## src/rtl/core/efs_pkg.sv

```systemverilog
package efs_pkg;

    // Field widths
    localparam int unsigned TIME_W      = 64;
    localparam int unsigned QUAT_W      = 64;
    localparam int unsigned COMP_W      = 16;
    localparam int unsigned PROD_W      = 2 * COMP_W;
    localparam int unsigned DOT_W       = PROD_W + 2;
    localparam int unsigned CNT_W       = 8;
    localparam int unsigned THR_W       = 29;
    localparam int unsigned TOTAL_W     = 16;
    localparam int unsigned REASON_W    = 3;
    localparam int unsigned MODE_W      = 2;
    localparam int unsigned SRC_W       = 2;
    localparam int unsigned CFG_IDX_W   = 2;
    localparam int unsigned IN_TDATA_W  = 200;
    localparam int unsigned OUT_TDATA_W = 96;

    // Q1.28 unity
    localparam logic [THR_W-1:0] Q28_ONE = 29'h1000_0000;

    localparam logic [CNT_W-1:0] CNT_MAX = 8'hFF;

    // Register reset values
    localparam logic [CNT_W-1:0] FAIL_CONFIRM_RST    = 8'd3;
    localparam logic [CNT_W-1:0] RECOVER_CONFIRM_RST = 8'd5;
    localparam logic [CNT_W-1:0] INVALID_CONFIRM_RST = 8'd2;
    localparam logic [THR_W-1:0] THRESHOLD_RST       = 29'd266138951;

    // Register indexes
    typedef enum logic [CFG_IDX_W-1:0] {
        CFG_FAIL_CONFIRM    = 2'd0,
        CFG_RECOVER_CONFIRM = 2'd1,
        CFG_INVALID_CONFIRM = 2'd2,
        CFG_COS_THRESHOLD   = 2'd3
    } t_cfg_idx;

    // Supervisor modes
    typedef enum logic [3:0] {
        MODE_INIT     = 4'b0001,
        MODE_PRIMARY  = 4'b0010,
        MODE_DEGRADED = 4'b0100,
        MODE_INVALID  = 4'b1000
    } t_mode;

    // Mode codes as reported
    localparam logic [MODE_W-1:0] MODE_CODE_INIT     = 2'd0;
    localparam logic [MODE_W-1:0] MODE_CODE_PRIMARY  = 2'd1;
    localparam logic [MODE_W-1:0] MODE_CODE_DEGRADED = 2'd2;
    localparam logic [MODE_W-1:0] MODE_CODE_INVALID  = 2'd3;

    // Source select codes
    localparam logic [SRC_W-1:0] SRC_NONE    = 2'd0;
    localparam logic [SRC_W-1:0] SRC_PRIMARY = 2'd1;
    localparam logic [SRC_W-1:0] SRC_BACKUP  = 2'd2;

    // Transition reasons
    localparam logic [REASON_W-1:0] REASON_NONE         = 3'd0;
    localparam logic [REASON_W-1:0] REASON_QUALIFIED    = 3'd1;
    localparam logic [REASON_W-1:0] REASON_UNHEALTHY    = 3'd2;
    localparam logic [REASON_W-1:0] REASON_UNOBSERVABLE = 3'd3;
    localparam logic [REASON_W-1:0] REASON_ALL_INVALID  = 3'd4;
    localparam logic [REASON_W-1:0] REASON_RECOVERED    = 3'd5;

    // Timestamp and health flags that travel beside the dot product
    typedef struct packed {
        logic [TIME_W-1:0] sample_time;
        logic              primary_healthy;
        logic              alignment_done;
        logic              nav_observable;
        logic              backup_healthy;
    } t_side;

    // Confirmation thresholds
    typedef struct packed {
        logic [CNT_W-1:0] fail_confirm;
        logic [CNT_W-1:0] recover_confirm;
        logic [CNT_W-1:0] invalid_confirm;
    } t_limits;

    // Stage loads of the continuity pipeline
    typedef struct packed {
        logic prod;
        logic sum;
        logic cmp;
    } t_dot_en;

    // Result item, last field in the lowest bits
    typedef struct packed {
        logic [TIME_W-1:0]   switch_time;
        logic [REASON_W-1:0] switch_reason;
        logic [TOTAL_W-1:0]  switch_count;
        logic                switched;
        logic                navigation_ok;
        logic                velocity_ok;
        logic                position_ok;
        logic                attitude_ok;
        logic [SRC_W-1:0]    source_select;
        logic [MODE_W-1:0]   mode_out;
    } t_result;

    // Saturating confirmation count
    function automatic logic [CNT_W-1:0] sat_inc(input logic [CNT_W-1:0] c);
        sat_inc = (c == CNT_MAX) ? CNT_MAX : c + 1'b1;
    endfunction

endpackage

```

## src/rtl/core/efs_dot.sv

```systemverilog
module efs_dot (
    input  logic                          i_clk,
    input  efs_pkg::t_dot_en              i_en,
    input  logic [efs_pkg::QUAT_W-1:0]    i_primary_quat,
    input  logic [efs_pkg::QUAT_W-1:0]    i_backup_quat,
    input  logic [efs_pkg::THR_W-1:0]     i_threshold,
    output logic                          o_close
);

    logic signed [efs_pkg::PROD_W-1:0] r_prod [4];
    logic signed [efs_pkg::DOT_W-1:0]  r_dot;
    logic                              r_close;

    logic [efs_pkg::DOT_W-1:0]   n_neg;
    logic [efs_pkg::DOT_W-2:0]   n_abs;
    logic [efs_pkg::THR_W-1:0]   n_mag;

    // Multiply the four component pairs, one lane each
    always_ff @(posedge i_clk) begin
        if (i_en.prod) begin
            for (int i = 0; i < 4; i++) begin
                r_prod[i] <= $signed(i_primary_quat[i*efs_pkg::COMP_W +: efs_pkg::COMP_W])
                           * $signed(i_backup_quat[i*efs_pkg::COMP_W +: efs_pkg::COMP_W]);
            end
        end
    end

    // Sum the products
    always_ff @(posedge i_clk) begin
        if (i_en.sum) begin
            r_dot <= efs_pkg::DOT_W'(r_prod[0]) + efs_pkg::DOT_W'(r_prod[1])
                   + efs_pkg::DOT_W'(r_prod[2]) + efs_pkg::DOT_W'(r_prod[3]);
        end
    end

    // Take magnitude, clamp at unity, compare against threshold
    always_comb begin
        n_neg = -r_dot;
        n_abs = r_dot[efs_pkg::DOT_W-1] ? n_neg[efs_pkg::DOT_W-2:0]
                                        : r_dot[efs_pkg::DOT_W-2:0];
        n_mag = (n_abs > (efs_pkg::DOT_W-1)'(efs_pkg::Q28_ONE)) ? efs_pkg::Q28_ONE
                                                               : n_abs[efs_pkg::THR_W-1:0];
    end

    always_ff @(posedge i_clk) begin
        if (i_en.cmp) begin
            r_close <= (n_mag >= i_threshold);
        end
    end

    assign o_close = r_close;

endmodule

```

## src/rtl/core/efs_mode.sv

```systemverilog
module efs_mode (
    input  logic               i_clk,
    input  logic               i_rst_n,
    input  logic               i_step,
    input  efs_pkg::t_side     i_side,
    input  logic               i_close,
    input  efs_pkg::t_limits   i_limits,
    output efs_pkg::t_result   o_result
);

    efs_pkg::t_mode                   r_mode, n_mode;
    logic [efs_pkg::CNT_W-1:0]        r_fail_cnt, n_fail_cnt;
    logic [efs_pkg::CNT_W-1:0]        r_recover_cnt, n_recover_cnt;
    logic [efs_pkg::CNT_W-1:0]        r_invalid_cnt, n_invalid_cnt;
    logic [efs_pkg::TOTAL_W-1:0]      r_total, n_total;
    logic [efs_pkg::TIME_W-1:0]       r_switch_time, n_switch_time;
    logic [efs_pkg::REASON_W-1:0]     r_reason, n_reason;

    logic                             w_p_ok;
    logic                             w_cont;
    efs_pkg::t_mode                   w_fallback;
    logic                             w_go;
    efs_pkg::t_mode                   w_go_mode;
    logic [efs_pkg::REASON_W-1:0]     w_go_reason;

    // Qualification of this sample
    assign w_p_ok = i_side.primary_healthy & i_side.alignment_done & i_side.nav_observable;
    assign w_cont = w_p_ok & i_side.backup_healthy & i_close;
    assign w_fallback = i_side.backup_healthy ? efs_pkg::MODE_DEGRADED
                                              : efs_pkg::MODE_INVALID;

    // Advance counters and pick a transition
    always_comb begin
        n_fail_cnt    = r_fail_cnt;
        n_recover_cnt = r_recover_cnt;
        n_invalid_cnt = r_invalid_cnt;
        w_go          = 1'b0;
        w_go_mode     = r_mode;
        w_go_reason   = efs_pkg::REASON_NONE;

        unique case (r_mode)
            efs_pkg::MODE_INIT: begin
                n_recover_cnt = w_p_ok ? efs_pkg::sat_inc(r_recover_cnt) : '0;
                if (n_recover_cnt >= i_limits.recover_confirm) begin
                    w_go        = 1'b1;
                    w_go_mode   = efs_pkg::MODE_PRIMARY;
                    w_go_reason = efs_pkg::REASON_QUALIFIED;
                end
            end
            efs_pkg::MODE_PRIMARY: begin
                // hard failure drops at once
                if (!i_side.primary_healthy) begin
                    w_go        = 1'b1;
                    w_go_mode   = w_fallback;
                    w_go_reason = i_side.backup_healthy ? efs_pkg::REASON_UNHEALTHY
                                                        : efs_pkg::REASON_ALL_INVALID;
                end else begin
                    n_fail_cnt = w_p_ok ? '0 : efs_pkg::sat_inc(r_fail_cnt);
                    if (n_fail_cnt >= i_limits.fail_confirm) begin
                        w_go        = 1'b1;
                        w_go_mode   = w_fallback;
                        w_go_reason = i_side.backup_healthy ? efs_pkg::REASON_UNOBSERVABLE
                                                            : efs_pkg::REASON_ALL_INVALID;
                    end
                end
            end
            efs_pkg::MODE_DEGRADED: begin
                n_invalid_cnt = i_side.backup_healthy ? '0 : efs_pkg::sat_inc(r_invalid_cnt);
                n_recover_cnt = w_cont ? efs_pkg::sat_inc(r_recover_cnt) : '0;
                // invalid wins over recovery
                if (n_invalid_cnt >= i_limits.invalid_confirm) begin
                    w_go        = 1'b1;
                    w_go_mode   = efs_pkg::MODE_INVALID;
                    w_go_reason = efs_pkg::REASON_ALL_INVALID;
                end else if (n_recover_cnt >= i_limits.recover_confirm) begin
                    w_go        = 1'b1;
                    w_go_mode   = efs_pkg::MODE_PRIMARY;
                    w_go_reason = efs_pkg::REASON_RECOVERED;
                end
            end
            efs_pkg::MODE_INVALID: begin
                n_recover_cnt = w_cont ? efs_pkg::sat_inc(r_recover_cnt) : '0;
                if (n_recover_cnt >= i_limits.recover_confirm) begin
                    w_go        = 1'b1;
                    w_go_mode   = efs_pkg::MODE_PRIMARY;
                    w_go_reason = efs_pkg::REASON_RECOVERED;
                end
            end
            default: begin
                w_go = 1'b0;
            end
        endcase

        // Clear the confirmation counts on any mode change
        if (w_go) begin
            n_fail_cnt    = '0;
            n_recover_cnt = '0;
            n_invalid_cnt = '0;
        end
    end

    // Apply transition and log it
    always_comb begin
        n_mode        = r_mode;
        n_total       = r_total;
        n_switch_time = r_switch_time;
        n_reason      = r_reason;
        if (w_go) begin
            n_mode        = w_go_mode;
            n_total       = r_total + 1'b1;
            n_switch_time = i_side.sample_time;
            n_reason      = w_go_reason;
        end
    end

    // Hold supervisor state
    always_ff @(posedge i_clk) begin
        if (!i_rst_n) begin
            r_mode        <= efs_pkg::MODE_INIT;
            r_fail_cnt    <= '0;
            r_recover_cnt <= '0;
            r_invalid_cnt <= '0;
            r_total       <= '0;
            r_switch_time <= '0;
            r_reason      <= efs_pkg::REASON_NONE;
        end else if (i_step) begin
            r_mode        <= n_mode;
            r_fail_cnt    <= n_fail_cnt;
            r_recover_cnt <= n_recover_cnt;
            r_invalid_cnt <= n_invalid_cnt;
            r_total       <= n_total;
            r_switch_time <= n_switch_time;
            r_reason      <= n_reason;
        end
    end

    // Build result from the updated state
    always_comb begin
        o_result               = '0;
        o_result.switched      = w_go;
        o_result.switch_count  = n_total;
        o_result.switch_reason = n_reason;
        o_result.switch_time   = n_switch_time;
        unique case (n_mode)
            efs_pkg::MODE_INIT: begin
                o_result.mode_out      = efs_pkg::MODE_CODE_INIT;
                o_result.source_select = efs_pkg::SRC_NONE;
            end
            efs_pkg::MODE_PRIMARY: begin
                o_result.mode_out      = efs_pkg::MODE_CODE_PRIMARY;
                o_result.source_select = efs_pkg::SRC_PRIMARY;
                o_result.attitude_ok   = 1'b1;
                o_result.position_ok   = 1'b1;
                o_result.velocity_ok   = 1'b1;
                o_result.navigation_ok = 1'b1;
            end
            efs_pkg::MODE_DEGRADED: begin
                o_result.mode_out      = efs_pkg::MODE_CODE_DEGRADED;
                o_result.source_select = efs_pkg::SRC_BACKUP;
                o_result.attitude_ok   = 1'b1;
            end
            efs_pkg::MODE_INVALID: begin
                o_result.mode_out      = efs_pkg::MODE_CODE_INVALID;
                o_result.source_select = efs_pkg::SRC_NONE;
            end
            default: begin
                o_result.mode_out      = efs_pkg::MODE_CODE_INIT;
                o_result.source_select = efs_pkg::SRC_NONE;
            end
        endcase
    end

endmodule

```

## src/rtl/core/estimator_failover_supervisor.sv

```systemverilog
// Channel   Direction  Width  Content
// s_axis    in         200    one estimator sample per request
// m_axis    out        96     supervisor mode, qualification flags, transition log
// cfg       in         29     confirmation counts and handover cos threshold
//
// One sample is accepted every cycle unless a stall on m_axis has backed up to the input;
// each result passes the input register, multiply, sum, compare and result register,
// the input register loading at the accepting edge.
// The mode update runs in the compare-to-result stage, so samples follow back to back.
// i_rst_n is synchronous and active low; it restores the mode, counters, log and
// register defaults. A stall on m_axis backs up stage by stage; bubbles are squeezed out.
module estimator_failover_supervisor (
    input  logic                               i_clk,
    input  logic                               i_rst_n,

    input  logic                               i_cfg_we,
    input  logic [efs_pkg::CFG_IDX_W-1:0]      i_cfg_index,
    input  logic [efs_pkg::THR_W-1:0]          i_cfg_wdata,

    input  logic                               s_axis_tvalid,
    output logic                               s_axis_tready,
    // sample_time[63:0], primary_healthy[64], alignment_done[65], nav_observable[66],
    // backup_healthy[67], primary_quat[131:68], backup_quat[195:132], zero fill
    input  logic [efs_pkg::IN_TDATA_W-1:0]     s_axis_tdata,

    output logic                               m_axis_tvalid,
    input  logic                               m_axis_tready,
    // mode_out[1:0], source_select[3:2], attitude_ok[4], position_ok[5],
    // velocity_ok[6], navigation_ok[7], switched[8], switch_count[24:9],
    // switch_reason[27:25], switch_time[91:28], zero fill
    output logic [efs_pkg::OUT_TDATA_W-1:0]    m_axis_tdata
);

    localparam int unsigned RESULT_W = $bits(efs_pkg::t_result);

    // Configuration registers
    efs_pkg::t_limits                r_limits;
    logic [efs_pkg::THR_W-1:0]       r_threshold;

    // Pipeline valid bits
    logic r_v0, r_v1, r_v2, r_v3, r_out_valid;
    logic w_rdy0, w_rdy1, w_rdy2, w_rdy3, w_rdy_out;
    logic w_step;

    // Pipeline payload
    efs_pkg::t_side                  r_s0_side, r_s1_side, r_s2_side, r_s3_side;
    logic [efs_pkg::QUAT_W-1:0]      r_s0_pq, r_s0_bq;
    efs_pkg::t_side                  w_in_side;
    efs_pkg::t_dot_en                w_dot_en;
    logic                            w_close;
    efs_pkg::t_result                w_result;
    efs_pkg::t_result                r_out;

    // Write configuration
    always_ff @(posedge i_clk) begin
        if (!i_rst_n) begin
            r_limits.fail_confirm    <= efs_pkg::FAIL_CONFIRM_RST;
            r_limits.recover_confirm <= efs_pkg::RECOVER_CONFIRM_RST;
            r_limits.invalid_confirm <= efs_pkg::INVALID_CONFIRM_RST;
            r_threshold              <= efs_pkg::THRESHOLD_RST;
        end else if (i_cfg_we) begin
            unique case (efs_pkg::t_cfg_idx'(i_cfg_index))
                efs_pkg::CFG_FAIL_CONFIRM:
                    r_limits.fail_confirm <= i_cfg_wdata[efs_pkg::CNT_W-1:0];
                efs_pkg::CFG_RECOVER_CONFIRM:
                    r_limits.recover_confirm <= i_cfg_wdata[efs_pkg::CNT_W-1:0];
                efs_pkg::CFG_INVALID_CONFIRM:
                    r_limits.invalid_confirm <= i_cfg_wdata[efs_pkg::CNT_W-1:0];
                efs_pkg::CFG_COS_THRESHOLD:
                    r_threshold <= i_cfg_wdata;
                default: begin
                    r_threshold <= r_threshold;
                end
            endcase
        end
    end

    // Stage loads: a stage moves when empty or when the next one moves
    assign w_rdy_out     = !r_out_valid || m_axis_tready;
    assign w_rdy3        = !r_v3 || w_rdy_out;
    assign w_rdy2        = !r_v2 || w_rdy3;
    assign w_rdy1        = !r_v1 || w_rdy2;
    assign w_rdy0        = !r_v0 || w_rdy1;
    assign s_axis_tready = w_rdy0;
    assign w_step        = r_v3 && w_rdy_out;

    always_ff @(posedge i_clk) begin
        if (!i_rst_n) begin
            r_v0        <= 1'b0;
            r_v1        <= 1'b0;
            r_v2        <= 1'b0;
            r_v3        <= 1'b0;
            r_out_valid <= 1'b0;
        end else begin
            if (w_rdy0)    r_v0        <= s_axis_tvalid;
            if (w_rdy1)    r_v1        <= r_v0;
            if (w_rdy2)    r_v2        <= r_v1;
            if (w_rdy3)    r_v3        <= r_v2;
            if (w_rdy_out) r_out_valid <= r_v3;
        end
    end

    // Unpack the request
    assign w_in_side.sample_time     = s_axis_tdata[63:0];
    assign w_in_side.primary_healthy = s_axis_tdata[64];
    assign w_in_side.alignment_done  = s_axis_tdata[65];
    assign w_in_side.nav_observable  = s_axis_tdata[66];
    assign w_in_side.backup_healthy  = s_axis_tdata[67];

    // Input register and sideband delay line
    always_ff @(posedge i_clk) begin
        if (w_rdy0) begin
            r_s0_side <= w_in_side;
            r_s0_pq   <= s_axis_tdata[131:68];
            r_s0_bq   <= s_axis_tdata[195:132];
        end
        if (w_rdy1) r_s1_side <= r_s0_side;
        if (w_rdy2) r_s2_side <= r_s1_side;
        if (w_rdy3) r_s3_side <= r_s2_side;
    end

    // Attitude continuity
    assign w_dot_en.prod = w_rdy1;
    assign w_dot_en.sum  = w_rdy2;
    assign w_dot_en.cmp  = w_rdy3;

    efs_dot u_dot (
        .i_clk          (i_clk),
        .i_en           (w_dot_en),
        .i_primary_quat (r_s0_pq),
        .i_backup_quat  (r_s0_bq),
        .i_threshold    (r_threshold),
        .o_close        (w_close)
    );

    // Mode supervisor
    efs_mode u_mode (
        .i_clk    (i_clk),
        .i_rst_n  (i_rst_n),
        .i_step   (w_step),
        .i_side   (r_s3_side),
        .i_close  (w_close),
        .i_limits (r_limits),
        .o_result (w_result)
    );

    // Result register
    always_ff @(posedge i_clk) begin
        if (w_step) begin
            r_out <= w_result;
        end
    end

    assign m_axis_tvalid = r_out_valid;
    assign m_axis_tdata  = {(efs_pkg::OUT_TDATA_W - RESULT_W)'(0), r_out};

endmodule
```

## config.mk

```make
export PLATFORM = sky130hd
export DESIGN_NAME = estimator_failover_supervisor
export DESIGN_NICKNAME = d
export VERILOG_FILES = /design/src/rtl/core/efs_pkg.sv /design/src/rtl/core/efs_dot.sv /design/src/rtl/core/efs_mode.sv /design/src/rtl/core/estimator_failover_supervisor.sv
export SDC_FILE = /design/constraint.sdc
export NUM_CORES = 2
export LEC_CHECK = 0
export ABC_AREA = 1
export BUFFER_PORTS_ARGS = -buffer_cell sky130_fd_sc_hd__buf_2
export CORE_ASPECT_RATIO = 1.1
export CORE_MARGIN = 5
export CORE_UTILIZATION = 48
export DETAILED_ROUTE_END_ITERATION = 8
export PLACE_DENSITY = 0.67
export SLEW_MARGIN = 20
export SYNTH_ARGS = -nofsm -noshare
export SYNTH_HDL_FRONTEND = slang
export SYNTH_SLANG_ARGS = --single-unit
```

## constraint.sdc

```tcl
create_clock -name i_clk -period 9.3 [get_ports i_clk]
set_input_delay 0.465 -clock i_clk [delete_from_list [all_inputs] [get_ports i_clk]]
set_output_delay 0.465 -clock i_clk [all_outputs]
set_load 0.01 [all_outputs]
```

==> results by stage <==
Die:
- The initial cell density of the core is 48.37%.
- The height of the die is 423.4 um.
- 334 I/O pins were placed.
- The die covers 163400 sq um.
- In this run the standard cell core region covers 154200 sq um.
- The die extent in x is 385.8 um.
- The initialized floorplan defines 151 standard-cell rows.

Place:
- The number of port buffers is 325.
- The HPWL after detailed placement is 135.1 mm.
- The count of placed standard cells including taps is 10070.
- The setup slack after placement is 2678 ps.
- The post-detailed-placement cell area is 77710 sq um.
- Routability-driven placement finished with a final weighted congestion of 0.8984.

STA:
- Setup repair after global routing left no endpoint under its margin.
- The remaining max-slew budget at the tightest pin is 30.10%.
- The worst clock skew is 53.39 ps.
- For the final routed database, the setup TNS stands at 0 ps.
- Setup violations remaining at the end of the flow were counted as 0.
- The final worst setup slack is 2641 ps.
- The clock period could shrink to 6659 ps.
- The final hold violation count is 0.
- The worst-margin pin slew is 1048 ps.
- The final critical-path share of the clock period is 71.61%.
- The total count of max-transition violations in the final report is 0.
- The highest clock frequency the design can meet is 0.1502 GHz.

Worst setup path:
- The critical path starts at r_s0_bq[17]$_DFFE_PP_.
- The highest net fanout along the worst path is 16.
- The startpoint identified for the worst register-to-register timing path is r_s0_bq[17]$_DFFE_PP_.
- At the worst endpoint, the required time is 9720 ps.
- The critical path capture point type is a register.
- The arrival time of data at the critical path endpoint is 7080 ps.
- The classification of the worst setup path is register to register.
- STA classifies the critical path startpoint as a register.

Route:
- Using the TritonRoute via totals, the vias-per-cell ratio works out to 4.992.
- The detailed router finished its first iteration with 3233 violations.
- The final route contains 52160 vias.
- The count of TritonRoute iterations in the first routing pass is 5.
- The residual antenna-violating net count after detailed routing is 0.
- The routed wirelength normalized by instance count is 16.70 um.
- The wire length reported by the detailed router is 174.5 mm.
- After detailed routing, the number of remaining DRC violations is 0.

Layout:
- After routing the design area is 82760 sq um.
- The net count of the finished layout is 10080.
- The ratio of cells with drive above 1 in the final layout is 6.780%.
- The synthesis-to-layout area growth is 10.97%.
- The count of non-filler cells in the finished layout is 10450.

GRT:
- The first global-routing pass estimated 286.9 mm of wire.
- The number of global-route vias before repair was 56150.
- The total overflow left after global routing is 0.
- Global routing used 21.85% of the available tracks.
- Entering global routing, the biggest net connects 166 pins.
- The initial antenna violation count is 5.

Synthesis:
- Yosys instantiated no cell more often than inv_1.
- The share of the Yosys chip area taken by registers is 30.79%.
- The count of flip-flops with a built-in enable after synthesis is 652.
- The leading register cell type out of synthesis is edfxtp_1.
- The area share of the largest cell type after synthesis is 29.88%.
- The number of flip-flops and latches in the synthesized netlist is 821.
- Sorting the synthesized cells by area gives the leading types as fa_1 30%, edfxtp_1 26%, inv_1 10%.
- The count of different cell masters after synthesis is 55.
- The cell count after synthesis came out at 7979.
- The library cell with the largest summed area after synthesis is fa_1.
- By count the netlist is led by 2007 x inv_1, 1720 x nand2_1, 1113 x fa_1.
- The number of warnings printed during yosys synthesis is 0.
- The proportion of synthesized flip-flops having asynchronous set or reset is 0%.
- In this run the mean area of a mapped cell was 9.347 sq um.
- The mapped netlist covers 74580 sq um.

Flow run:
- The total of max-cap violations is 0.

Clock tree:
- Clock latency on the worst-skew pair, taken at its later pin, is 730 ps.
- Counting every sink on the clock net gives 821.
- After clock tree synthesis, the clock-pin slew on the worst setup and hold paths is 60 ps.
- TritonCTS built the clock tree.
- The count of H-tree levels built during CTS is 3.
- The buffer cell driving the clock tree root is clkbuf_16.
- The clock passes through at most 3 buffers.
- The buffers inserted during post-CTS setup optimization is 0.
- Counting the buffers created by CTS gives 87.

Worst hold path:
- In this run the most critical hold path is launched from i_cfg_wdata[20].
- The min-delay analysis places its worst path in the category input port to register.

Outcome:
- The run finished with clean final reports.
flip-flops by register name, indices dropped and copies added, names as in the netlist, 24 cells and up:
name	count
u_mode.r_switch_time	64
r_threshold	29
r_s0_pq	64
r_s2_side	68
r_s3_side	68
r_limits	24
r_s0_bq	64
m_axis_tdata	89
r_s1_side	68
r_s0_side	68
u_dot.r_dot	34
u_dot.r_prod	128
path summary, 6_finish.rpt:
path / endpoint / slack, ps / cells after the start
setup / recovery: u_dot.r_prod[1][29]$_DFFE_PP_ / 2640 / 22
hold / removal: r_threshold[20]$_SDFFE_PN1P_ / 60 / 3
setup reg to reg: u_dot.r_prod[1][29]$_DFFE_PP_ / 2640 / 22
hold reg to reg: r_s2_side[36]$_DFFE_PP_ / 410 / 0
metrics by stage:
step | hold slack, ps | util, %
floorplan | 400.3 | -
global placement | 400.5 | 50.41
detailed placement | 404.5 | 50.41
CTS | 1.143 | 53.67
global route | 35.65 | 53.68
finish | 62.70 | 53.68
cells by family after synthesis:
kind of cell / count (synthesis) / synth area share (%)
AND/OR/NAND/NOR: 2427 / 13.08
adder cells (fa/ha/maj): 1541 / 37.06
flip-flops: 821 / 30.79
buffers and inverters: 2337 / 11.88
AO/OA/AOI/OAI: 646 / 4.768
other: 1 / 0.005028
XOR/XNOR: 206 / 2.419
area by class of cell:
cell class / instances / area, sq um
Antenna cell: 5 / 12.51
Clock buffer: 113 / 2356
Clock inverter: 49 / 605.6
Fill cell: 13710 / 71410
Inverter: 2019 / 7590
Multi-Input combinational cell: 4824 / 42790
Sequential cell: 821 / 22960
Tap cell: 2065 / 2584
Timing Repair Buffer: 552 / 3861
worst max-delay path, cell delays in order (launching register included):
cell	delay, ps
edfxtp_1	800
nand2_1	210
inv_1	170
fa_1	540
fa_1	940
fa_1	540
fa_1	480
fa_1	510
inv_1	50
fa_1	470
inv_1	40
ha_1	350
nand2_1	110
nor2_1	160
inv_1	50
nor2_1	140
nand2_1	70
o211ai_1	320
nand2_1	80
nand2_1	100
nand3_1	70
nand2_1	80
xor2_1	60
placed cells by master, fill, tap and decap left out, drive strengths merged, types with 17 or more instances in the layout:
cell,instances
inv,2021
nand2,1729
fa,1113
edfxtp,652
nor2,471
ha,428
buf,345
a21oi,274
o21ai,252
dlygate4sd3,207
dfxtp,169
xor2,135
nand3,118
clkbuf,113
xnor2,71
nor3,36
clkinv,34
nand4,32
a31oi,22
a21o,18
o21a,17
layer usage:
metal	track usage [%]	wire, um
met5	0	0
met4	6.845	5344
met3	3.030	10980
met2	38.37	87660
met1	28.03	70530
timing repair:
item / CTS / global route
resized for setup: 0 / 0
hold buffers: 207 / 0
hold endpoints to repair: 207 / 0
Power is not shown: default switching activity piles up to over one toggle a cycle in this logic, so the estimate is an artifact.
